<file path="src/hdl/otpg_pkg.sv">
// Shared types and constants for the one-time PIN gate.
package otpg_pkg;

  typedef enum logic [1:0] {
    CMD_GENERATE = 2'd0,
    CMD_VALIDATE = 2'd1,
    CMD_RESET    = 2'd2,
    CMD_QUERY    = 2'd3
  } cmd_t;

  typedef enum logic [3:0] {
    RC_ISSUED       = 4'd0,
    RC_REFUSED      = 4'd1,
    RC_OK           = 4'd2,
    RC_MISMATCH     = 4'd3,
    RC_NO_ACTIVE    = 4'd4,
    RC_EXPIRED      = 4'd5,
    RC_RATE_LIMITED = 4'd6,
    RC_CLEARED      = 4'd7,
    RC_STATUS       = 4'd8
  } rc_t;

  localparam logic [1:0] CFG_EXPIRY    = 2'd0;
  localparam logic [1:0] CFG_THRESHOLD = 2'd1;
  localparam logic [1:0] CFG_DURATION  = 2'd2;

  localparam logic [30:0] EXPIRY_RST    = 31'd300000;
  localparam logic [7:0]  THRESHOLD_RST = 8'd5;
  localparam logic [30:0] DURATION_RST  = 31'd60000;

  localparam logic [19:0] PIN_MODULUS = 20'd1000000;
  // floor(2^32 / modulus); the quotient estimate is then low by at most one.
  localparam logic [12:0] PIN_RECIP = 13'((64'd1 << 32) / 64'(PIN_MODULUS));

  typedef struct packed {
    logic [30:0] expiry_ms;
    logic [7:0]  lockout_threshold;
    logic [30:0] lockout_duration_ms;
  } cfg_t;

  typedef struct packed {
    logic [1:0]  command;
    logic [31:0] now_ms;
    logic [19:0] candidate;
    logic [31:0] random_word;
  } req_t;

  // Request plus the random word reduced to below twice the modulus.
  typedef struct packed {
    req_t        req;
    logic [20:0] rem_raw;
  } red_t;

  typedef struct packed {
    rc_t         result_code;
    logic        pin_active;
    logic        locked_out;
    logic [30:0] lockout_remaining_ms;
    logic [30:0] pin_remaining_ms;
    logic [19:0] pin_value;
    logic        show_pin_request;
  } rsp_t;

endpackage

</file>
<file path="src/hdl/otpg_if.sv">
// Request and response channel interfaces of the one-time PIN gate.
interface otpg_req_if;
  logic        valid;
  logic        ready;
  logic [1:0]  command;
  logic [31:0] now_ms;
  logic [19:0] candidate;
  logic [31:0] random_word;

  modport source (output valid, command, now_ms, candidate, random_word, input ready);
  modport sink (input valid, command, now_ms, candidate, random_word, output ready);
endinterface

interface otpg_rsp_if;
  logic        valid;
  logic        ready;
  logic [3:0]  result_code;
  logic        pin_active;
  logic        locked_out;
  logic [30:0] lockout_remaining_ms;
  logic [30:0] pin_remaining_ms;
  logic [19:0] pin_value;
  logic        show_pin_request;

  modport source (output valid, result_code, pin_active, locked_out, lockout_remaining_ms,
                  pin_remaining_ms, pin_value, show_pin_request, input ready);
  modport sink (input valid, result_code, pin_active, locked_out, lockout_remaining_ms,
                pin_remaining_ms, pin_value, show_pin_request, output ready);
endinterface

</file>
<file path="src/hdl/otpg_pin_reduce.sv">
// Three-stage front pipeline that reduces the random word to below twice the PIN modulus.
module otpg_pin_reduce
  import otpg_pkg::*;
(
  input  logic clk,
  input  logic rst,
  input  logic in_valid,
  input  req_t in_item,
  output logic in_ready,
  output logic out_valid,
  output red_t out_item,
  input  logic out_ready
);

  logic        v1;
  logic        v2;
  logic        v3;
  req_t        s1;
  req_t        s2;
  logic [12:0] q2;
  red_t        s3;
  logic        en1;
  logic        en2;
  logic        en3;
  logic [44:0] q_prod;
  logic [32:0] m_prod;
  logic [31:0] rem_full;

  // Each stage takes a new item when it is empty or its item moves on.
  assign en3 = !v3 || out_ready;
  assign en2 = !v2 || en3;
  assign en1 = !v1 || en2;
  assign in_ready = en1;

  assign q_prod   = {13'd0, s1.random_word} * {32'd0, PIN_RECIP};
  assign m_prod   = {20'd0, q2} * {13'd0, PIN_MODULUS};
  assign rem_full = s2.random_word - m_prod[31:0];

  always_ff @(posedge clk) begin
    if (rst) begin
      v1 <= 1'b0;
      v2 <= 1'b0;
      v3 <= 1'b0;
    end else begin
      if (en1) begin
        v1 <= in_valid;
      end
      if (en2) begin
        v2 <= v1;
      end
      if (en3) begin
        v3 <= v2;
      end
    end
  end

  always_ff @(posedge clk) begin
    if (en1 && in_valid) begin
      s1 <= in_item;
    end
    if (en2 && v1) begin
      s2 <= s1;
      q2 <= q_prod[44:32];
    end
    if (en3 && v2) begin
      s3.req     <= s2;
      s3.rem_raw <= rem_full[20:0];
    end
  end

  assign out_valid = v3;
  assign out_item  = s3;

endmodule

</file>
<file path="src/hdl/otpg_core.sv">
// Gate state, command decode and the registered response.
module otpg_core
  import otpg_pkg::*;
(
  input  logic clk,
  input  logic rst,
  input  cfg_t cfg,
  input  logic in_valid,
  input  red_t in_item,
  output logic in_ready,
  output logic out_valid,
  output rsp_t out_item,
  input  logic out_ready
);

  logic [19:0] stored_pin;
  logic [31:0] expiry_time;
  logic        attempt_left;
  logic [7:0]  mismatch_count;
  logic [31:0] lockout_end_time;
  logic        show_flag;

  logic [19:0] stored_pin_next;
  logic [31:0] expiry_time_next;
  logic        attempt_left_next;
  logic [7:0]  mismatch_count_next;
  logic [31:0] lockout_end_time_next;
  logic        show_flag_next;
  rsp_t        rsp_next;

  cmd_t        cmd;
  logic [31:0] now;
  logic [20:0] rem_fix;
  logic [19:0] pin_mod;
  logic [31:0] d_lock;
  logic [31:0] d_exp;
  logic        lock_run;
  logic        exp_run;
  logic        held;
  logic [7:0]  mm_count;
  logic [31:0] lock_sum;
  logic [31:0] lock_end_new;
  logic [31:0] d_lock_new;
  logic        start_lock;
  logic        gen;
  rc_t         code;
  logic [31:0] lrem;
  logic        lrem_ok;
  logic [31:0] d_pin;
  logic        prem_ok;
  logic        take;

  assign cmd = cmd_t'(in_item.req.command);
  assign now = in_item.req.now_ms;

  assign rem_fix = in_item.rem_raw - {1'b0, PIN_MODULUS};
  assign pin_mod = (in_item.rem_raw >= {1'b0, PIN_MODULUS}) ? rem_fix[19:0]
                                                             : in_item.rem_raw[19:0];

  // A target lies ahead when target minus now is positive as a signed word.
  assign d_lock   = lockout_end_time - now;
  assign d_exp    = expiry_time - now;
  assign lock_run = (lockout_end_time != 32'd0) && (d_lock != 32'd0) && !d_lock[31];
  assign exp_run  = (d_exp != 32'd0) && !d_exp[31];
  assign held     = (stored_pin != 20'd0) && attempt_left;
  assign mm_count = mismatch_count + 8'd1;

  // An end time of zero would read as no lockout, so it is stored as one.
  assign lock_sum     = now + {1'b0, cfg.lockout_duration_ms};
  assign lock_end_new = (lock_sum == 32'd0) ? 32'd1 : lock_sum;
  assign d_lock_new   = (lock_sum == 32'd0) ? (32'd1 - now) : {1'b0, cfg.lockout_duration_ms};

  always_comb begin
    stored_pin_next     = stored_pin;
    expiry_time_next    = expiry_time;
    attempt_left_next   = attempt_left;
    mismatch_count_next = mismatch_count;
    show_flag_next      = show_flag;
    lockout_end_time_next = lock_run ? lockout_end_time : 32'd0;
    start_lock = 1'b0;
    gen        = 1'b0;
    code       = RC_STATUS;
    case (cmd)
      CMD_GENERATE: begin
        if (lock_run) begin
          code = RC_REFUSED;
        end else begin
          stored_pin_next   = pin_mod;
          expiry_time_next  = now + {1'b0, cfg.expiry_ms};
          attempt_left_next = 1'b1;
          show_flag_next    = 1'b1;
          gen  = 1'b1;
          code = RC_ISSUED;
        end
      end
      CMD_VALIDATE: begin
        if (lock_run) begin
          code = RC_RATE_LIMITED;
        end else if (!held) begin
          code = RC_NO_ACTIVE;
        end else if (!exp_run) begin
          stored_pin_next   = 20'd0;
          attempt_left_next = 1'b0;
          code = RC_EXPIRED;
        end else if (in_item.req.candidate == stored_pin) begin
          stored_pin_next     = 20'd0;
          attempt_left_next   = 1'b0;
          mismatch_count_next = 8'd0;
          code = RC_OK;
        end else if (mm_count >= cfg.lockout_threshold) begin
          stored_pin_next       = 20'd0;
          attempt_left_next     = 1'b0;
          mismatch_count_next   = 8'd0;
          lockout_end_time_next = lock_end_new;
          start_lock = 1'b1;
          code = RC_RATE_LIMITED;
        end else begin
          mismatch_count_next = mm_count;
          code = RC_MISMATCH;
        end
      end
      CMD_RESET: begin
        stored_pin_next       = 20'd0;
        expiry_time_next      = 32'd0;
        attempt_left_next     = 1'b0;
        mismatch_count_next   = 8'd0;
        lockout_end_time_next = 32'd0;
        show_flag_next        = 1'b0;
        code = RC_CLEARED;
      end
      default: begin
        code = RC_STATUS;
      end
    endcase
  end

  // Remaining lockout after the command; a fresh window that is already over clears itself.
  always_comb begin
    if (start_lock) begin
      lrem = d_lock_new;
    end else if (lockout_end_time_next != 32'd0) begin
      lrem = d_lock;
    end else begin
      lrem = 32'd0;
    end
    lrem_ok = (lrem != 32'd0) && !lrem[31];
    d_pin   = gen ? {1'b0, cfg.expiry_ms} : d_exp;
    prem_ok = (stored_pin_next != 20'd0) && attempt_left_next && (d_pin != 32'd0) && !d_pin[31];
  end

  always_comb begin
    rsp_next.result_code          = code;
    rsp_next.locked_out           = lrem_ok;
    rsp_next.pin_active           = !lrem_ok && prem_ok;
    rsp_next.lockout_remaining_ms = lrem_ok ? lrem[30:0] : 31'd0;
    rsp_next.pin_remaining_ms     = prem_ok ? d_pin[30:0] : 31'd0;
    rsp_next.pin_value            = stored_pin_next;
    rsp_next.show_pin_request     = show_flag_next;
  end

  assign in_ready = !out_valid || out_ready;
  assign take     = in_valid && in_ready;

  always_ff @(posedge clk) begin
    if (rst) begin
      stored_pin       <= 20'd0;
      expiry_time      <= 32'd0;
      attempt_left     <= 1'b0;
      mismatch_count   <= 8'd0;
      lockout_end_time <= 32'd0;
      show_flag        <= 1'b0;
      out_valid        <= 1'b0;
    end else begin
      if (take) begin
        stored_pin       <= stored_pin_next;
        expiry_time      <= expiry_time_next;
        attempt_left     <= attempt_left_next;
        mismatch_count   <= mismatch_count_next;
        lockout_end_time <= lrem_ok ? lockout_end_time_next : 32'd0;
        show_flag        <= show_flag_next;
      end
      if (in_ready) begin
        out_valid <= in_valid;
      end
    end
  end

  always_ff @(posedge clk) begin
    if (take) begin
      out_item <= rsp_next;
    end
  end

endmodule

</file>
<file path="src/hdl/one_time_pin_gate_with_lockout.sv">
// Top level of the one-time PIN gate with mismatch lockout.
// Each result is registered after the three reduction stages and the state stage.
// Throughput: one item per cycle unless rsp.ready stalls; the stages are fully pipelined.
// The state stage updates the PIN state as it takes each item, so back-to-back commands see fresh state.
// Synchronous reset clears the PIN state, the pipeline and loads the register defaults.
module one_time_pin_gate_with_lockout
  import otpg_pkg::*;
(
  input  logic        clk,
  input  logic        rst,
  input  logic        cfg_write,
  input  logic [1:0]  cfg_index,
  input  logic [30:0] cfg_data,
  otpg_req_if.sink    req,
  otpg_rsp_if.source  rsp
);

  cfg_t cfg;
  req_t req_item;
  red_t red_item;
  logic red_valid;
  logic red_ready;
  rsp_t rsp_item;

  always_ff @(posedge clk) begin
    if (rst) begin
      cfg.expiry_ms           <= EXPIRY_RST;
      cfg.lockout_threshold   <= THRESHOLD_RST;
      cfg.lockout_duration_ms <= DURATION_RST;
    end else if (cfg_write) begin
      case (cfg_index)
        CFG_EXPIRY:    cfg.expiry_ms           <= cfg_data;
        CFG_THRESHOLD: cfg.lockout_threshold   <= cfg_data[7:0];
        CFG_DURATION:  cfg.lockout_duration_ms <= cfg_data;
        default: begin
        end
      endcase
    end
  end

  always_comb begin
    req_item.command     = req.command;
    req_item.now_ms      = req.now_ms;
    req_item.candidate   = req.candidate;
    req_item.random_word = req.random_word;
  end

  otpg_pin_reduce u_reduce (
    .clk       (clk),
    .rst       (rst),
    .in_valid  (req.valid),
    .in_item   (req_item),
    .in_ready  (req.ready),
    .out_valid (red_valid),
    .out_item  (red_item),
    .out_ready (red_ready)
  );

  otpg_core u_core (
    .clk       (clk),
    .rst       (rst),
    .cfg       (cfg),
    .in_valid  (red_valid),
    .in_item   (red_item),
    .in_ready  (red_ready),
    .out_valid (rsp.valid),
    .out_item  (rsp_item),
    .out_ready (rsp.ready)
  );

  assign rsp.result_code          = rsp_item.result_code;
  assign rsp.pin_active           = rsp_item.pin_active;
  assign rsp.locked_out           = rsp_item.locked_out;
  assign rsp.lockout_remaining_ms = rsp_item.lockout_remaining_ms;
  assign rsp.pin_remaining_ms     = rsp_item.pin_remaining_ms;
  assign rsp.pin_value            = rsp_item.pin_value;
  assign rsp.show_pin_request     = rsp_item.show_pin_request;

endmodule

</file>
<file path="src/flat_wrapper.sv">
// flat-port wrapper written by rule: the top's interface ports become plain ports
module one_time_pin_gate_with_lockout_flat import otpg_pkg::*;
  (clk, rst, cfg_write, cfg_index, cfg_data, req_valid, req_command, req_now_ms, req_candidate, req_random_word, req_ready, rsp_valid, rsp_result_code, rsp_pin_active, rsp_locked_out, rsp_lockout_remaining_ms, rsp_pin_remaining_ms, rsp_pin_value, rsp_show_pin_request, rsp_ready);
  otpg_req_if req_i ();
  otpg_rsp_if rsp_i ();
  input  logic clk;
  input  logic rst;
  input  logic cfg_write;
  input  logic [1:0] cfg_index;
  input  logic [30:0] cfg_data;
  input wire logic [$bits(req_i.valid)-1:0] req_valid;
  input wire logic [$bits(req_i.command)-1:0] req_command;
  input wire logic [$bits(req_i.now_ms)-1:0] req_now_ms;
  input wire logic [$bits(req_i.candidate)-1:0] req_candidate;
  input wire logic [$bits(req_i.random_word)-1:0] req_random_word;
  output wire logic [$bits(req_i.ready)-1:0] req_ready;
  output wire logic [$bits(rsp_i.valid)-1:0] rsp_valid;
  output wire logic [$bits(rsp_i.result_code)-1:0] rsp_result_code;
  output wire logic [$bits(rsp_i.pin_active)-1:0] rsp_pin_active;
  output wire logic [$bits(rsp_i.locked_out)-1:0] rsp_locked_out;
  output wire logic [$bits(rsp_i.lockout_remaining_ms)-1:0] rsp_lockout_remaining_ms;
  output wire logic [$bits(rsp_i.pin_remaining_ms)-1:0] rsp_pin_remaining_ms;
  output wire logic [$bits(rsp_i.pin_value)-1:0] rsp_pin_value;
  output wire logic [$bits(rsp_i.show_pin_request)-1:0] rsp_show_pin_request;
  input wire logic [$bits(rsp_i.ready)-1:0] rsp_ready;
  assign req_i.valid = req_valid;
  assign req_i.command = req_command;
  assign req_i.now_ms = req_now_ms;
  assign req_i.candidate = req_candidate;
  assign req_i.random_word = req_random_word;
  assign req_ready = req_i.ready;
  assign rsp_valid = rsp_i.valid;
  assign rsp_result_code = rsp_i.result_code;
  assign rsp_pin_active = rsp_i.pin_active;
  assign rsp_locked_out = rsp_i.locked_out;
  assign rsp_lockout_remaining_ms = rsp_i.lockout_remaining_ms;
  assign rsp_pin_remaining_ms = rsp_i.pin_remaining_ms;
  assign rsp_pin_value = rsp_i.pin_value;
  assign rsp_show_pin_request = rsp_i.show_pin_request;
  assign rsp_i.ready = rsp_ready;
  one_time_pin_gate_with_lockout u_core (.clk(clk), .rst(rst), .cfg_write(cfg_write), .cfg_index(cfg_index), .cfg_data(cfg_data), .req(req_i), .rsp(rsp_i));
endmodule
</file>
<file path="config.mk">
export PLATFORM = sky130hd
export DESIGN_NAME = one_time_pin_gate_with_lockout_flat
export DESIGN_NICKNAME = d
export VERILOG_FILES = /design/src/hdl/otpg_pkg.sv /design/src/hdl/otpg_if.sv /design/src/hdl/otpg_pin_reduce.sv /design/src/hdl/otpg_core.sv /design/src/hdl/one_time_pin_gate_with_lockout.sv /design/src/flat_wrapper.sv
export SDC_FILE = /design/constraint.sdc
export NUM_CORES = 1
export LEC_CHECK = 0
export BUFFER_PORTS_ARGS = -buffer_cell sky130_fd_sc_hd__buf_2
export CAP_MARGIN = 10
export CORE_ASPECT_RATIO = 1.1
export CORE_MARGIN = 4
export CORE_UTILIZATION = 50
export CTS_CLUSTER_SIZE = 20
export DETAILED_ROUTE_END_ITERATION = 8
export PLACE_DENSITY = 0.68
export SLEW_MARGIN = 30
export SYNTH_ARGS = -nofsm -noshare
export SYNTH_HDL_FRONTEND = slang
export SYNTH_SLANG_ARGS = --single-unit
</file>
<file path="constraint.sdc">
create_clock -name clk -period 10.3 [get_ports clk]
set_input_delay 1.545 -clock clk [delete_from_list [all_inputs] [get_ports clk]]
set_output_delay 1.545 -clock clk [all_outputs]
set_load 0.1 [all_outputs]
</file>
After elaboration in Yosys (flattened, before gate mapping):

Cells that the tools add are included.
Widths: inputs -> output; s select.

* register bits: 506
* output and inout port bits: 91
* logic and storage cells: 151

* add/sub/neg operators: 8
* $mul: 2
* $lt $le $gt $ge: 2
* equality and inequality tests: 9
* mux-type cells: 53
* reductions and logical operators: 44

Operators with widths (number)
* $mux 32: 13
* $reduce_bool 32->1: 6
* $mux 20: 7
* $pmux 32 s2: 2
* $add 32x31->32: 2
* $sub 32x32->32: 2
* $pmux 20 s3: 1
* $mul 32x12->44 const B: 1
* $mux 8: 5
* $reduce_bool 20->1: 2
* $logic_not 32->1: 1
* $sub 1x32->32 const A: 1
* $ge 21x20->1 const B: 1
* $sub 21x21->21: 1
* $eq 20x20->1: 1
* $sub 20x20->20 const B: 1
* $mux 1: 16
* $pmux 8 s2: 1
* $mul 13x14->15 const B: 1
* $mux 3: 5
* $logic_and 1x1->1: 13
* $pmux 4 s3: 1
* $logic_not 1->1: 9
* $add 8x1->8 const B: 1
* 12 further kinds: 24

Longest topological paths before layout:

* word-level depth: 18
* mapped depth: 22
* gate-level depth less buffers: 22

By module:

A second synthesis with hierarchy kept.

* cells, all modules: 3427
* area, all modules: 35447.7 um2

By module, submodules not included
* otpg_core: instances 1, cells each 2147, area an instance 17390.4 um2, seq. area each 4574.4 um2
* otpg_pin_reduce: instances 1, cells each 1001, area an instance 15137.0 um2, seq. area each 8648.3 um2
* one_time_pin_gate_with_lockout: instances 1, cells each 279, area an instance 2920.3 um2, seq. area each 1401.3 um2

Least setup slack after synthesis:

Ideal clock, no wire load.

* kind: in2reg
* start point: input rsp_ready
* end point: register u_core.u_reduce.s3, in the netlist u_core.u_reduce.out_item[0] (enable)
* data arrival time: 7074 ps
* required time: 9677 ps
* setup slack: 2603 ps
* stages: 2
* path through: nor2b_1 a21boi_0

* word-level cells in the longest chain between the ends: 3

RTL lines
* from (decl): line flat_wrapper.sv:25 `input wire logic [$bits(rsp_i.ready)-1:0] rsp_ready;`
* $logic_or 1x1->1: line otpg_core.sv:161 `assign in_ready = !out_valid || out_ready;`
* $logic_or 1x1->1: line otpg_pin_reduce.sv:30 `assign en3 = !v3 || out_ready;`
* $logic_and 1x1->1: line otpg_pin_reduce.sv:65 `if (en3 && v2) begin`
* to (decl): line otpg_pin_reduce.sv:21 `red_t s3;`

No other way between the ends.
A chain may end at the register's enable or synchronous reset.

Worst setup path after layout:

* start point: register u_core.u_reduce.s3, in the netlist u_core.u_reduce.out_item[74]
* end point: register u_core.u_core.out_item[68] in the netlist's numbering (data pin)

* word-level cells in the longest chain between the ends: 16
* elaborated cells between the ends (all ways): 31
* classes of those cells: add/sub (4); mux (15); reduce/logical (12)

RTL lines
* $sub 32x32->32: line otpg_core.sv:61 `assign d_lock = lockout_end_time - now;`
* $reduce_bool 32->1: line otpg_core.sv:63 `assign lock_run = (lockout_end_time != 32'd0) && (d_lock != 32'd0) && !d_lock[31];`
* $logic_and 1x1->1 (2 in series): line otpg_core.sv:63
* $mux 32: line otpg_core.sv:79 `lockout_end_time_next = lock_run ? lockout_end_time : 32'd0;`
* $mux 32: line otpg_core.sv:110 `end else if (mm_count >= cfg.lockout_threshold) begin`
* $mux 32: line otpg_core.sv:105 `end else if (in_item.req.candidate == stored_pin) begin`
* $mux 32: line otpg_core.sv:101 `end else if (!exp_run) begin`
* $mux 32: line otpg_core.sv:99 `end else if (!held) begin`
* $mux 32: line otpg_core.sv:97 `if (lock_run) begin`
* $pmux 32 s2: line otpg_core.sv:83 `case (cmd)`
* $reduce_bool 32->1: line otpg_core.sv:141 `end else if (lockout_end_time_next != 32'd0) begin`
* $mux 32: line otpg_core.sv:141
* $mux 32 *: line otpg_core.sv:139 `if (start_lock) begin`
* $reduce_bool 32->1 or $logic_not 1->1 (tied branches): line otpg_core.sv:146 `lrem_ok = (lrem != 32'd0) && !lrem[31];`
* $logic_and 1x1->1: line otpg_core.sv:146
* to (signal assigned): line otpg_core.sv:190 `out_item <= rsp_next;`
* to (decl): line otpg_core.sv:12 `output rsp_t out_item,`

Every way passes the cells marked *; elsewhere a longest branch is shown, timed or not.

==> impl_metrics.yaml <==
status:
  status: "complete, no violations"
clock_tree:
  holdBufCountCts: 0
  cts-root-buf: "clkbuf_16"
  cts_htree_levels: 2
  cts.repair.resized: 0
  cts_tree: "built"
  cts-buffers-inserted: 54
  cts.sinks: 506
  post_cts_buffers: 0
  clkLatencyLatePin_ps: 650
  clockBufferDepth: 3
  cts.clk_slew.worst_paths_ps: 70
setup_path:
  crit_top_cell: "buf_4"
  crit_path_start_kind: "flip-flop"
  cp_slowest_cell: "a2111oi_1"
  criticalPathCategory: "reg2reg"
  crit_chain: "inv_1, ha_1, nor2b_1, o2111a_1, o31ai_1, a2111oi_1, nor4_1, o21ai_1, and3_1, o211ai_1, or4_1, a21oi_1, and4_2, buf_4, clkinv_1, a21boi_0, o31ai_4, buf_4, a211oi_1"
  crit_required_ps: 10710
  r2r_cells: 19
  rr_startpoint: "u_core.u_reduce.out_item[74]"
  path_depth: 19
  cpPeakStageDelay_ps: 890
  endpoint_kind: "flip-flop"
  critical_path_buf_inv_count: 4
  r2r_setup_slack_ps: 2640
  cp_top_family: "compound AO/OA/AOI/OAI gates"
  crit_fanout: 46
  r2r-end: "u_core.u_core.out_item[68]"
  worstPathArrival_ps: 8070
global_routing:
  grt_pass1_wl_um: 149000
  gr-total-overflow: 0
  grt_max_degree: 95
  antenna_found_initial: 10
  track_usage_pct: 27.5
  grt_pass1_vias: 25000
place:
  io_buffers: 214
  globalplace.congestion: 0.989
  dpl.hpwl_um: 77600
  dp_slack_ps: 2910
  dp_cells: 4282
yosys:
  synth_top_cell_area_share_pct: 30.8
  synth_top_area_cell: "edfxtp_1"
  synth_warnings: 0
  ys_top_cells_by_area: "edfxtp_1 31%, ha_1 13%, dfxtp_1 10%"
  synth-main-ff-cell: "edfxtp_1"
  ys_ff_latch: 506
  seq_area_frac_synth_pct: 40.9
  synth_cells: 3301
  async_flop_share_pct: 0
  syn_nets: 3856
  ys_types: 92
  syn_area_mm2: 0.0330
  avgSynthCellArea_um2: 10.0
  synth_edf_count: 338
pwr:
  power.leakage_nw: 15.7
  p_per_area_mw_per_mm2: 212
  p_total_mw: 7.83
  ir_worst_vdd_uv: 327
timing:
  finalSetupTns_ps: 0
  slew_viol_final: 0
  period_share_pct: 74.3
  relSlewSlack_pct: 37.7
  setup_viol: 0
  tightest_slew_ps: 934
  hold_viol: 0
  timing.hold.ws_ps: 411
  fmax_mhz: 131
  clock_skew_ps: 42.6
  post-route-worst-setup-slack_ps: 2640
  rsz0062_at_grt: "no"
  min_period_ps: 7660
layout:
  seqCellArea_mm2: 0.0135
  final_cell_mix: "338 x edfxtp_1, 333 x ha_1, 311 x inv_1, 291 x nand2_1, 260 x nor2_1"
  layoutNonFillerInstCount: 4392
  areaGrowthSynthToFinish_pct: 11.9
  multiInputGateArea_mm2: 0.0179
  drive_gt1_share_pct: 11.3
  nNetsFinal: 4043
  layout_commonest_cell: "edfxtp_1"
  n_fill_cell: 5769
min_path:
  holdPathEnd: "u_core.u_reduce.out_item[91]"
  min_path_type: "reg2reg"
  hp-start: "u_core.u_reduce.s2[70]"
  holdPathStages: 0
die:
  die_w_um: 253
  initial_core_util_pct: 50.6
  rows: 98
  coreArea_mm2: 0.0652
  io_pins: 215
  dieArea_mm2: 0.0702
  die_y_um: 277
routing:
  drcViolationCount: 0
  drtPass1Iterations: 6
  vias: 25600
  ant_nets: 0
  via_per_inst: 5.82
  detail_route.wl_per_cell_um: 22.3
  drt-total-wl_um: 97900
  drtIter0Drc: 2027
run:
  max_cap_violations: 0
[sequential cells by signal, indices dropped and copies added, names as in the netlist]
register	cells
u_core.u_core.lockout_end_time	32
u_core.cfg	70
u_core.u_reduce.v1	1
u_core.u_core.stored_pin	20
u_core.u_core.show_flag	1
u_core.u_core.expiry_time	32
u_core.u_core.attempt_left	1
u_core.u_core.mismatch_count	8
u_core.u_reduce.s1	86
u_core.u_reduce.out_valid	1
u_core.u_reduce.q2	13
u_core.u_core.out_valid	1
u_core.u_reduce.out_item	75
u_core.u_core.out_item	89
u_core.u_reduce.v2	1
u_core.u_reduce.s2	75
[routing by layer]
metal | wire length (um) | track usage [%]
met3 | 6340 | 4.91
met2 | 47000 | 46.2
met1 | 39500 | 34.6
met5 | 62 | 0
met4 | 5000 | 12.3
[cells by family (layout without fill, tap and decap cells)]
family | count (synthesis) | after routing | share of synthesized area (%)
compound gates | 708 | 708 | 14.3
buf+inv | 428 | 661 | 4.93
xor+xnor | 190 | 190 | 5.04
flops | 506 | 506 | 40.9
other cells | 0 | 8 | 0
fa+ha+maj | 431 | 431 | 18.6
simple gates | 962 | 962 | 13.9
mux | 76 | 76 | 2.38
[Yosys cell counts (all sizes together), types with 18 or more instances]
| cell type | n |
|---|---|
| edfxtp | 338 |
| ha | 333 |
| inv | 313 |
| nand2 | 291 |
| nor2 | 260 |
| a21oi | 218 |
| dfxtp | 168 |
| xnor2 | 131 |
| o21ai | 114 |
| fa | 98 |
| clkbuf | 88 |
| nor3 | 83 |
| a21o | 68 |
| xor2 | 59 |
| mux2i | 57 |
| a211oi | 52 |
| nand3 | 52 |
| nor4 | 45 |
| nand4 | 35 |
| and3 | 29 |
| o41ai | 28 |
| nand3b | 27 |
| or3 | 27 |
| buf | 26 |
| nor2b | 26 |
| o21a | 25 |
| nand2b | 24 |
| and2 | 21 |
| a31oi | 20 |
| mux2 | 19 |
| o211ai | 19 |
| o31ai | 18 |
[layout make-up]
class	instances	area share, %
Sequential cell	506	36.6
Timing Repair Buffer	245	3.54
Multi-Input combinational cell	2367	48.6
Antenna cell	8	0.0542
Tap cell	850	2.88
Inverter	314	3.20
Clock buffer	64	4.04
Clock inverter	38	1.16
[power breakdown]
group / internal [mW] / switching (mW) / total, mW
sequential: 2.43 / 0.118 / 2.55
clock: 1.20 / 0.882 / 2.08
combinational: 1.49 / 1.72 / 3.20
[worst max path at each step]
stage                                      start                            endpoint  slack (ps)
CTS                 u_core.u_reduce.out_item[74]          u_core.u_core.out_item[65]        2840
detailed placement  u_core.u_reduce.out_item[74]   u_core.u_core.lockout_end_time[0]        2910
floorplan                              rsp_ready         u_core.u_reduce.out_item[0]        2600
finish              u_core.u_reduce.out_item[74]          u_core.u_core.out_item[68]        2640
global route        u_core.u_reduce.out_item[74]  u_core.u_core.lockout_end_time[10]        2300
global placement    u_core.u_reduce.out_item[74]          u_core.u_core.out_item[21]        3060
[metrics by stage]
stage / utilization, % / area [um2]
finish: 56.6 / 36900
global route: 56.6 / 36900
CTS: 56.6 / 36900
detailed placement: 53.6 / 35000
global placement: 53.6 / 35000
floorplan: - / 33000
[worst register-to-register path: stages, from the launching register on]
cell and delay (ps):
edfxtp_1 690, inv_1 200, ha_1 310, nor2b_1 210
o2111a_1 230, o31ai_1 140, a2111oi_1 890, nor4_1 150
o21ai_1 330, and3_1 230, o211ai_1 150, or4_1 720
a21oi_1 390, and4_2 280, buf_4 440, clkinv_1 770
a21boi_0 620, o31ai_4 140, buf_4 260, a211oi_1 290
(Power assumes the default switching activity.)
